==> config.mk <==
export PLATFORM = sky130hd
export DESIGN_NAME = bounded_id_set
export DESIGN_NICKNAME = d
export VERILOG_FILES = /design/src/rtl/core/bis_pkg.sv /design/src/rtl/core/bis_ram.sv /design/src/rtl/core/bounded_id_set.sv
export VERILOG_INCLUDE_DIRS = /design/src /design/src/rtl/core
export SDC_FILE = /design/constraint.sdc
export NUM_CORES = 2
export LEC_CHECK = 0
export BUFFER_PORTS_ARGS = -buffer_cell sky130_fd_sc_hd__buf_2
export CORE_UTILIZATION = 30
export CTS_BUF_LIST = sky130_fd_sc_hd__clkbuf_16
export DETAILED_ROUTE_END_ITERATION = 10
export PLACE_DENSITY = 0.57
export SLEW_MARGIN = 0
export SYNTH_ARGS = -nofsm -noshare
export SYNTH_HDL_FRONTEND = slang
export SYNTH_SLANG_ARGS = --single-unit
==> constraint.sdc <==
create_clock -name clk -period 4.7 [get_ports clk]
set_input_delay 0.235 -clock clk [delete_from_list [all_inputs] [get_ports clk]]
set_output_delay 0.235 -clock clk [all_outputs]
set_load 0.05 [all_outputs]
==> src/rtl/core/assert_macros.svh <==
// Assertion macros shared by the RTL of the identifier set block.
// Depends on a clock named clk and an active-low reset named rst_n in scope.
`ifndef ASSERT_MACROS_SVH
`define ASSERT_MACROS_SVH

// Property must hold at every clock edge outside reset
`define BIS_ASSERT(lbl, prop, msg) \
    lbl: assert property (@(posedge clk) disable iff (!rst_n) (prop)) else $error(msg);

// Condition must never be seen outside reset
`define BIS_NEVER(lbl, cond, msg) \
    `BIS_ASSERT(lbl, !(cond), msg)

`endif

==> src/rtl/core/bis_pkg.sv <==
// Shared types and constants for the bounded identifier set.
// No dependencies.
package bis_pkg;

    // Request codes carried on req_type
    typedef enum logic [1:0] {
        REQ_ADD    = 2'd0,
        REQ_DELETE = 2'd1,
        REQ_QUERY  = 2'd2,
        REQ_READ   = 2'd3
    } req_t;

    // Configuration port
    localparam int unsigned APB_AW            = 3;
    localparam logic        REG_RESERVED_ID   = 1'b0;   // word select, paddr[2]
    localparam logic [31:0] RESERVED_ID_RESET = 32'hFFFF_FFFF;

    // Result field widths
    localparam int unsigned POS_W   = 6;
    localparam int unsigned COUNT_W = 7;

endpackage

==> src/rtl/core/bis_ram.sv <==
// Generic single-write, single-read RAM with registered read data.
// No dependencies.
module bis_ram #(
    parameter int unsigned WIDTH = 32,
    parameter int unsigned DEPTH = 64,
    parameter int unsigned AW    = (DEPTH > 1) ? $clog2(DEPTH) : 1
) (
    input  logic             clk,
    input  logic             we,
    input  logic [AW-1:0]    waddr,
    input  logic [WIDTH-1:0] wdata,
    input  logic [AW-1:0]    raddr,
    output logic [WIDTH-1:0] rdata
);

    logic [WIDTH-1:0] mem_reg [DEPTH];
    logic [WIDTH-1:0] rdata_reg;

    // Write port and registered read port
    always_ff @(posedge clk)
    begin
        if (we)
        begin
            mem_reg[waddr] <= wdata;
        end
        rdata_reg <= mem_reg[raddr];
    end

    assign rdata = rdata_reg;

endmodule

==> src/rtl/core/bounded_id_set.sv <==
// Bounded identifier set: top level, sequencer and configuration port.
// Depends on bis_pkg, bis_ram and assert_macros.svh.
//
// Holds up to CAPACITY distinct 32-bit identifiers packed in one RAM with a
// count. Add, delete and membership query walk the RAM from slot 0, one entry
// per cycle through its single read port. A miss scans every slot below the count;
// a hit in slot k ends the scan there, and a delete that hits spends a move state
// on moving the last entry into the hole. With an empty set or the reserved id
// there is nothing to scan. A read by position waits for the RAM read data, or
// goes straight to the result state when the position is out of range. One request
// is in flight at a time; in_stall is high until its result has been handed to the
// output register, and the next request can be taken once the sequencer is back in
// idle. A stalled output register holds the sequencer in its last state and so
// stretches the stall on the input. The user must write reserved_id over the APB
// port only while idle; the block itself does not enforce it. The RAM needs no
// clearing after reset: only slots below the count are ever read.
module bounded_id_set
    import bis_pkg::*;
#(
    parameter int unsigned CAPACITY = 64
) (
    input  logic               clk,
    input  logic               rst_n,
    // request channel
    input  logic               in_valid,
    output logic               in_stall,
    input  logic [1:0]         req_type,
    input  logic [31:0]        element_id,
    input  logic [POS_W-1:0]   position,
    // result channel
    output logic               out_valid,
    input  logic               out_stall,
    output logic               status,
    output logic               found,
    output logic [POS_W-1:0]   found_position,
    output logic [31:0]        read_id,
    output logic [COUNT_W-1:0] count,
    output logic               is_empty,
    output logic               is_full,
    // configuration port
    input  logic               psel,
    input  logic               penable,
    input  logic               pwrite,
    input  logic [APB_AW-1:0]  paddr,
    input  logic [31:0]        pwdata,
    output logic [31:0]        prdata,
    output logic               pready
);

    localparam int unsigned AW = (CAPACITY > 1) ? $clog2(CAPACITY) : 1;
    localparam int unsigned CW = $clog2(CAPACITY + 1);

    typedef enum logic [2:0] {
        ST_IDLE,
        ST_SEARCH,
        ST_APPLY,
        ST_MOVE,
        ST_READ_WAIT,
        ST_RESULT
    } state_t;

    state_t              state_reg,    state_next;
    logic [CW-1:0]       count_reg,    count_next;
    logic [AW-1:0]       idx_reg,      idx_next;
    req_t                req_reg,      req_next;
    logic [31:0]         id_reg,       id_next;
    logic                hit_reg,      hit_next;
    logic [AW-1:0]       slot_reg,     slot_next;
    logic                status_reg,   status_next;
    logic [31:0]         rid_reg,      rid_next;
    logic [31:0]         reserved_reg, reserved_next;

    logic                out_valid_reg,  out_valid_next;
    logic                o_status_reg,   o_status_next;
    logic                o_found_reg,    o_found_next;
    logic [POS_W-1:0]    o_pos_reg,      o_pos_next;
    logic [31:0]         o_rid_reg,      o_rid_next;
    logic [COUNT_W-1:0]  o_count_reg,    o_count_next;
    logic                o_empty_reg,    o_empty_next;
    logic                o_full_reg,     o_full_next;

    logic                ram_we;
    logic [AW-1:0]       ram_waddr;
    logic [31:0]         ram_wdata;
    logic [AW-1:0]       ram_raddr;
    logic [31:0]         ram_rdata;

    logic [31:0]         slot_wide;
    logic [31:0]         count_wide;
    logic                in_accept;
    logic                cfg_write;
    logic                more;
    logic                count_step_ok;

    // Entry storage
    bis_ram #(
        .WIDTH (32),
        .DEPTH (CAPACITY),
        .AW    (AW)
    ) u_entries (
        .clk   (clk),
        .we    (ram_we),
        .waddr (ram_waddr),
        .wdata (ram_wdata),
        .raddr (ram_raddr),
        .rdata (ram_rdata)
    );

    assign in_accept  = in_valid && !in_stall;
    assign in_stall   = (state_reg != ST_IDLE);
    assign slot_wide  = 32'(slot_reg);
    assign count_wide = 32'(count_reg);
    // another slot left below the count to scan
    assign more       = (32'(idx_reg) + 32'd1) < count_wide;

    // APB register access
    assign pready    = 1'b1;
    assign cfg_write = psel && penable && pwrite && pready;
    assign prdata    = (paddr[2] == REG_RESERVED_ID) ? reserved_reg : 32'd0;

    // Sequencer next state, RAM control and result staging
    always_comb
    begin
        state_next     = state_reg;
        count_next     = count_reg;
        idx_next       = idx_reg;
        req_next       = req_reg;
        id_next        = id_reg;
        hit_next       = hit_reg;
        slot_next      = slot_reg;
        status_next    = status_reg;
        rid_next       = rid_reg;
        reserved_next  = reserved_reg;
        out_valid_next = out_valid_reg && out_stall;
        o_status_next  = o_status_reg;
        o_found_next   = o_found_reg;
        o_pos_next     = o_pos_reg;
        o_rid_next     = o_rid_reg;
        o_count_next   = o_count_reg;
        o_empty_next   = o_empty_reg;
        o_full_next    = o_full_reg;
        ram_we         = 1'b0;
        ram_waddr      = slot_reg;
        ram_wdata      = id_reg;
        ram_raddr      = idx_reg;

        if (cfg_write && (paddr[2] == REG_RESERVED_ID))
        begin
            reserved_next = pwdata;
        end

        case (state_reg)
            ST_IDLE:
            begin
                if (in_accept)
                begin
                    req_next    = req_t'(req_type);
                    id_next     = element_id;
                    hit_next    = 1'b0;
                    slot_next   = '0;
                    idx_next    = '0;
                    status_next = 1'b0;
                    rid_next    = reserved_reg;
                    if (req_t'(req_type) == REQ_READ)
                    begin
                        if (32'(position) < count_wide)
                        begin
                            ram_raddr  = AW'(position);
                            state_next = ST_READ_WAIT;
                        end
                        else
                        begin
                            status_next = 1'b1;
                            state_next  = ST_RESULT;
                        end
                    end
                    else if ((element_id == reserved_reg) || (count_reg == '0))
                    begin
                        // nothing to scan: id cannot be present
                        state_next = ST_APPLY;
                    end
                    else
                    begin
                        ram_raddr  = '0;
                        state_next = ST_SEARCH;
                    end
                end
            end

            // read data holds entries[idx_reg]; the next address is issued in this state
            ST_SEARCH:
            begin
                if (ram_rdata == id_reg)
                begin
                    hit_next   = 1'b1;
                    slot_next  = idx_reg;
                    state_next = ST_APPLY;
                end
                else if (more)
                begin
                    idx_next   = idx_reg + AW'(1);
                    ram_raddr  = idx_reg + AW'(1);
                end
                else
                begin
                    state_next = ST_APPLY;
                end
            end

            ST_APPLY:
            begin
                state_next = ST_RESULT;
                case (req_reg)
                    REQ_ADD:
                    begin
                        if ((id_reg == reserved_reg) || (count_reg == CW'(CAPACITY)))
                        begin
                            status_next = 1'b1;
                        end
                        else if (!hit_reg)
                        begin
                            ram_we     = 1'b1;
                            ram_waddr  = AW'(count_reg);
                            ram_wdata  = id_reg;
                            count_next = count_reg + CW'(1);
                        end
                    end
                    REQ_DELETE:
                    begin
                        if (!hit_reg)
                        begin
                            status_next = 1'b1;
                        end
                        else
                        begin
                            // fetch the last entry to fill the hole
                            count_next = count_reg - CW'(1);
                            ram_raddr  = AW'(count_reg - CW'(1));
                            state_next = ST_MOVE;
                        end
                    end
                    default:
                    begin
                        status_next = 1'b0;
                    end
                endcase
            end

            ST_MOVE:
            begin
                ram_we     = 1'b1;
                ram_waddr  = slot_reg;
                ram_wdata  = ram_rdata;
                state_next = ST_RESULT;
            end

            ST_READ_WAIT:
            begin
                rid_next   = ram_rdata;
                state_next = ST_RESULT;
            end

            // hand the staged word to the output register once it is free
            ST_RESULT:
            begin
                if (!out_valid_reg || !out_stall)
                begin
                    out_valid_next = 1'b1;
                    o_status_next  = status_reg;
                    o_found_next   = hit_reg;
                    o_pos_next     = hit_reg ? slot_wide[POS_W-1:0] : '0;
                    o_rid_next     = rid_reg;
                    o_count_next   = count_wide[COUNT_W-1:0];
                    o_empty_next   = (count_reg == '0);
                    o_full_next    = (count_reg == CW'(CAPACITY));
                    state_next     = ST_IDLE;
                end
            end

            default:
            begin
                state_next = ST_IDLE;
            end
        endcase
    end

    // State and registered outputs
    always_ff @(posedge clk or negedge rst_n)
    begin
        if (!rst_n)
        begin
            state_reg     <= ST_IDLE;
            count_reg     <= '0;
            reserved_reg  <= RESERVED_ID_RESET;
            out_valid_reg <= 1'b0;
        end
        else
        begin
            state_reg     <= state_next;
            count_reg     <= count_next;
            reserved_reg  <= reserved_next;
            out_valid_reg <= out_valid_next;
        end
    end

    // Payload registers
    always_ff @(posedge clk)
    begin
        idx_reg      <= idx_next;
        req_reg      <= req_next;
        id_reg       <= id_next;
        hit_reg      <= hit_next;
        slot_reg     <= slot_next;
        status_reg   <= status_next;
        rid_reg      <= rid_next;
        o_status_reg <= o_status_next;
        o_found_reg  <= o_found_next;
        o_pos_reg    <= o_pos_next;
        o_rid_reg    <= o_rid_next;
        o_count_reg  <= o_count_next;
        o_empty_reg  <= o_empty_next;
        o_full_reg   <= o_full_next;
    end

    assign out_valid      = out_valid_reg;
    assign status         = o_status_reg;
    assign found          = o_found_reg;
    assign found_position = o_pos_reg;
    assign read_id        = o_rid_reg;
    assign count          = o_count_reg;
    assign is_empty       = o_empty_reg;
    assign is_full        = o_full_reg;

    // count moves by at most one per cycle
    assign count_step_ok = (count_next == count_reg)
                        || (count_next == count_reg + CW'(1))
                        || (count_next == count_reg - CW'(1));

    // Checks
`include "assert_macros.svh"

    `BIS_NEVER(a_count_bound, 32'(count_reg) > CAPACITY, "element count above capacity")
    `BIS_ASSERT(a_count_step, count_step_ok, "count moved by more than one")
    `BIS_ASSERT(a_scan_range, (state_reg == ST_SEARCH) |-> (32'(idx_reg) < count_wide), "search index beyond count")
    `BIS_NEVER(a_idle_write, ram_we && (state_reg == ST_IDLE), "RAM written while idle")

endmodule

==> impl.org <==
** Synth
- Of the post-synthesis cell area, the dominant cell type holds 0.7090.
- Number of synthesized register bits :: around 2300
- The largest total area in the synthesized netlist belongs to edfxtp_1.
- By area the synthesized netlist is led by edfxtp_1, nand2_1, mux2i_1.
- The mapped netlist covers 92200 µm².
- Most frequently used cell type in the post-synthesis netlist :: edfxtp_1
- Average size of a mapped cell :: between 10 and 15 µm²
- Netlist cell types :: between 80 and 90
- Of the synthesized area, sequential elements account for 0.7281.
- Top cells by instance count after synthesis :: edfxtp_1, nand2_1, nand3_1
- Counting flops with a built-in enable in the synthesized netlist gives 2177.
- For this run, asynchronously set or reset flops after synthesis account for 0.01909.
- In the synthesized netlist the dominant register cell turns out to be edfxtp_1.
- Net count after synthesis :: 6434
- Yosys printed 0 warnings.
- Synthesis produced a netlist whose cell count is 6337.

** Timing
- Actual transition at the worst max-transition pin :: 1351 ps
- Once routing completed, OpenROAD measured the worst setup slack at -159.5 ps.
- Setup skew after layout :: 51.17 ps
- In the finished design, the share of the clock period the worst path needs comes to 1.034.
- For this run, the top clock speed supported by timing is about 210 MHz.
- Number of max-slew violations in the final report :: 0
- The worst path in the final design needs a cycle of 4859 ps, including I/O delays and setup.
- Setup repair after global routing could not meet its margin everywhere.
- Final setup violation count :: 6
- Final hold analysis gives a worst-case slack of slightly above 90 ps.
- Final count of hold timing violations :: 0
- Worst slew margin relative to its limit :: 0.09920

** Clock network
- Clock tree synthesis selected as its root buffer the cell clkbuf_16.
- In this run the number of H-tree levels came out at 4.
- No sink is reached through more buffers than the 3 on the longest clock path.
- TritonCTS built the clock tree.
- Clock-pin slew was measured on the worst setup and hold paths at 60 ps.
- Clk sinks :: about 2300
- Cts bufs inserted :: about 230
- At the later pin of the worst-skew pair, clock insertion delay measures 900 ps.

** Detailed routing
- Dividing the detail-routed wire length by the instance count gives approximately 27 µm.
- WL met1 :: approximately 130 mm
- Wires add up to 310.0 mm.
- In this run the remaining antenna-violating nets after routing total 0.
- Routed length on met2 :: about 140 mm
- Number of search-and-repair iterations in the first detailed-routing pass :: 6
- Residual DRC count :: 0
- For this block, the via count after detailed routing is between 60000 and 70000.
- Wire segments on met3 add up to ~29 mm in the final route.
- After the first detailed-routing iteration, the DRC count stood at roughly 7500.
- The detailed router used layers up to and including met5.
- Using the TritonRoute via totals, the vias-per-cell ratio works out to 5.316.

** Hold path
- In this run the worst hold path is classified as in -> reg.
- Hold Path Stages :: 4
- In this run the most critical hold path is launched from penable.
- Endpoint with the worst hold slack :: reserved_reg[3]

** Floorplan
- Count of boundary I/O pins :: between 150 and 200
- Overall die area :: 309600 µm²
- Die Span X :: 556.4 µm
- Site row count :: between 200 and 250
- Measured along the y axis, the die boundary spans 556.4 µm.
- For this configuration, the core starts out at a cell density of 0.3015.
- Placeable core region :: ~310000 µm²

** Setup path
- Critical path data required time :: about 5400 ps
- Along the worst path, the maximum fanout reaches 7.
- Worst endpoint data arrival time :: between 5000 and 6000 ps
- The startpoint identified for the worst register-to-register timing path is idx_reg[0].
- The worst setup path is launched from a flop.
- Element type at the critical path end :: flop
- Critical Setup Path Class :: reg -> reg
- For flop-to-flop paths, the worst setup slack is -160 ps.
- RR Endpoint :: u_entries.rdata[15]
- Tracing the worst setup path back leads to its startpoint at idx_reg[0].
- The worst register-to-register path has a depth of 19.

** Placed design
- Placed Instances :: 10920
- Port buffering added 162 buffers.
- Final RePlAce weighted congestion :: between 0.8 and 0.9
- The HPWL after detailed placement is approximately 200 mm.

** Global routing
- Maximum number of pins on one net before global-route repair :: 65
- GRT Util Overall :: 0.1928
- First-pass GRT wire length :: around 430 mm
- Antenna violations before repair :: 13
- GRT Residual Overflow :: 0
- The via count of the first global-routing pass is just under 60000.

** Power
- Relative contribution of the clock network to total power :: 0.189
- PwrDens :: between 800 and 900 nW/µm²
- The internal power of the cells totals approximately 54 mW.
- Of the total power, the share spent switching nets is 0.4253.
- Switching component of the power :: about 40 mW
- Max IR drop VDD :: between 600 and 700 µV
- Power, Total :: 93.12 mW
- Combinational group share of total power :: 0.540
- Of the total power, registers draw 0.271.
- Summed over all cells, the static leakage comes to just under 40 nW.

** Finish
- Flip-flop count of the largest register, all copies and words added :: around 2000
- In the final layout, the share of cells above drive strength 1 is 0.2379.
- Final net count :: just over 7000
- Post-Layout Cell Count :: ~11000
- Final core area utilization :: 0.3750
- The area growth from synthesis to layout is 24.38%.

** Outcome
- The final reports fail on negative setup slack.
- The flow ran to the end, but the final reports show violations.

** Run
- Across the run, the number of max-cap violations was 0.
final cells by class:
cell class | count | area, µm²
Timing Repair Buffer | 1061 | 10660
Tap cell | 4100 | 5130
Clock inverter | 194 | 1471
Fill cell | 28530 | 191100
Sequential cell | 2252 | 67130
Antenna cell | 3 | 7.507
Inverter | 90 | 341.6
Multi-Input combinational cell | 3539 | 24200
Clock buffer | 229 | 5731
what timing repair did:
action                     4_1_cts  5_1_grt
resized for setup               67      237
buffers inserted                16       29
pin swaps                       17       58
setup endpoints to repair       30       32
cloned                           6       10
hold endpoints to repair       100        0
hold buffers                    69        0
through the flow:
step,setup slack (ps),TNS (ps),cell area (µm²)
final,-159.5,-336.3,114700
after global routing,-205.7,-2575,114700
after CTS,-17.12,-45.40,113100
after detailed placement,-711.3,-7558,104600
after global placement,-813.1,-10390,104600
after floorplan,117.8,0,92200
worst max-delay path by stage:
| stage | end | slack (ps) | depth (start not counted) |
|---|---|---|---|
| 2_1_floorplan | u_entries.mem_reg[24][0] | 120 | 10 |
| 3_3_place_gp | u_entries.rdata[26] | -810 | 19 |
| 3_5_place_dp | u_entries.rdata[26] | -710 | 19 |
| 4_1_cts | u_entries.rdata[26] | -20 | 22 |
| 5_1_grt | u_entries.rdata[15] | -210 | 19 |
| 6_report | u_entries.rdata[15] | -160 | 19 |
placed cells by master (no fill, tap or decap), drive strengths merged, types with 16 or more instances in the layout:
cell,count
and3,41
o31ai,32
o21ai,46
clkinv,101
a21boi,23
buf,977
nand4,85
mux2,123
nor3,17
nor4,22
a31oi,62
xnor2,76
inv,157
nand3,425
dlygate4sd3,69
dfxtp,32
a31o,28
a21oi,84
edfxtp,2177
and4,137
o2111ai,17
a22oi,16
dfstp,32
a311oi,139
nor2,104
and2,23
o211ai,101
nor2b,37
nand2,1118
a32o,24
xor2,39
clkbuf,239
a211oi,241
mux2i,307
power by group through the flow:
stage	Sequential [mW]	Clock, mW	Combinational [mW]
2_1_floorplan	25.5	0	23.5
3_5_place_dp	25.7	0	44.7
4_1_cts	25.2	17.8	46.4
5_1_grt	25.3	18.5	52.5
3_3_place_gp	25.6	0	44.4
6_report	25.3	17.6	50.3
kinds of logic after synthesis:
group           count (synthesis)  share of synthesized area
simple gates                 2040                     0.1039
compound gates                926                    0.07614
fa+ha+maj                      15                   0.002036
flops                        2252                     0.7281
buf+inv                       546                    0.02740
other cells                     1                 0.00004067
xor+xnor                      115                    0.01092
mux                           442                    0.05149
routing by layer:
layer / vias to the layer above / global-route usage
li1: 26200 / -
met1: 31210 / 0.2695
met2: 3067 / 0.3096
met3: 480 / 0.03224
met4: 8 / 0.04937
met5: - / 0
critical path, cell delays in order (launching register included):
cell and delay [ps]:
edfxtp_1 400, ha_2 210, and3_4 170, xor2_1 140, ha_1 300, a21o_1 160
a21o_1 190, a211o_1 290, a221oi_2 240, o211ai_1 200, buf_4 210, o21ai_4 280
buf_12 240, buf_16 180, buf_8 140, buf_12 110, a311oi_1 70, a31o_2 220
o211ai_1 750, nand4_1 160
(Power assumes the default switching activity.)
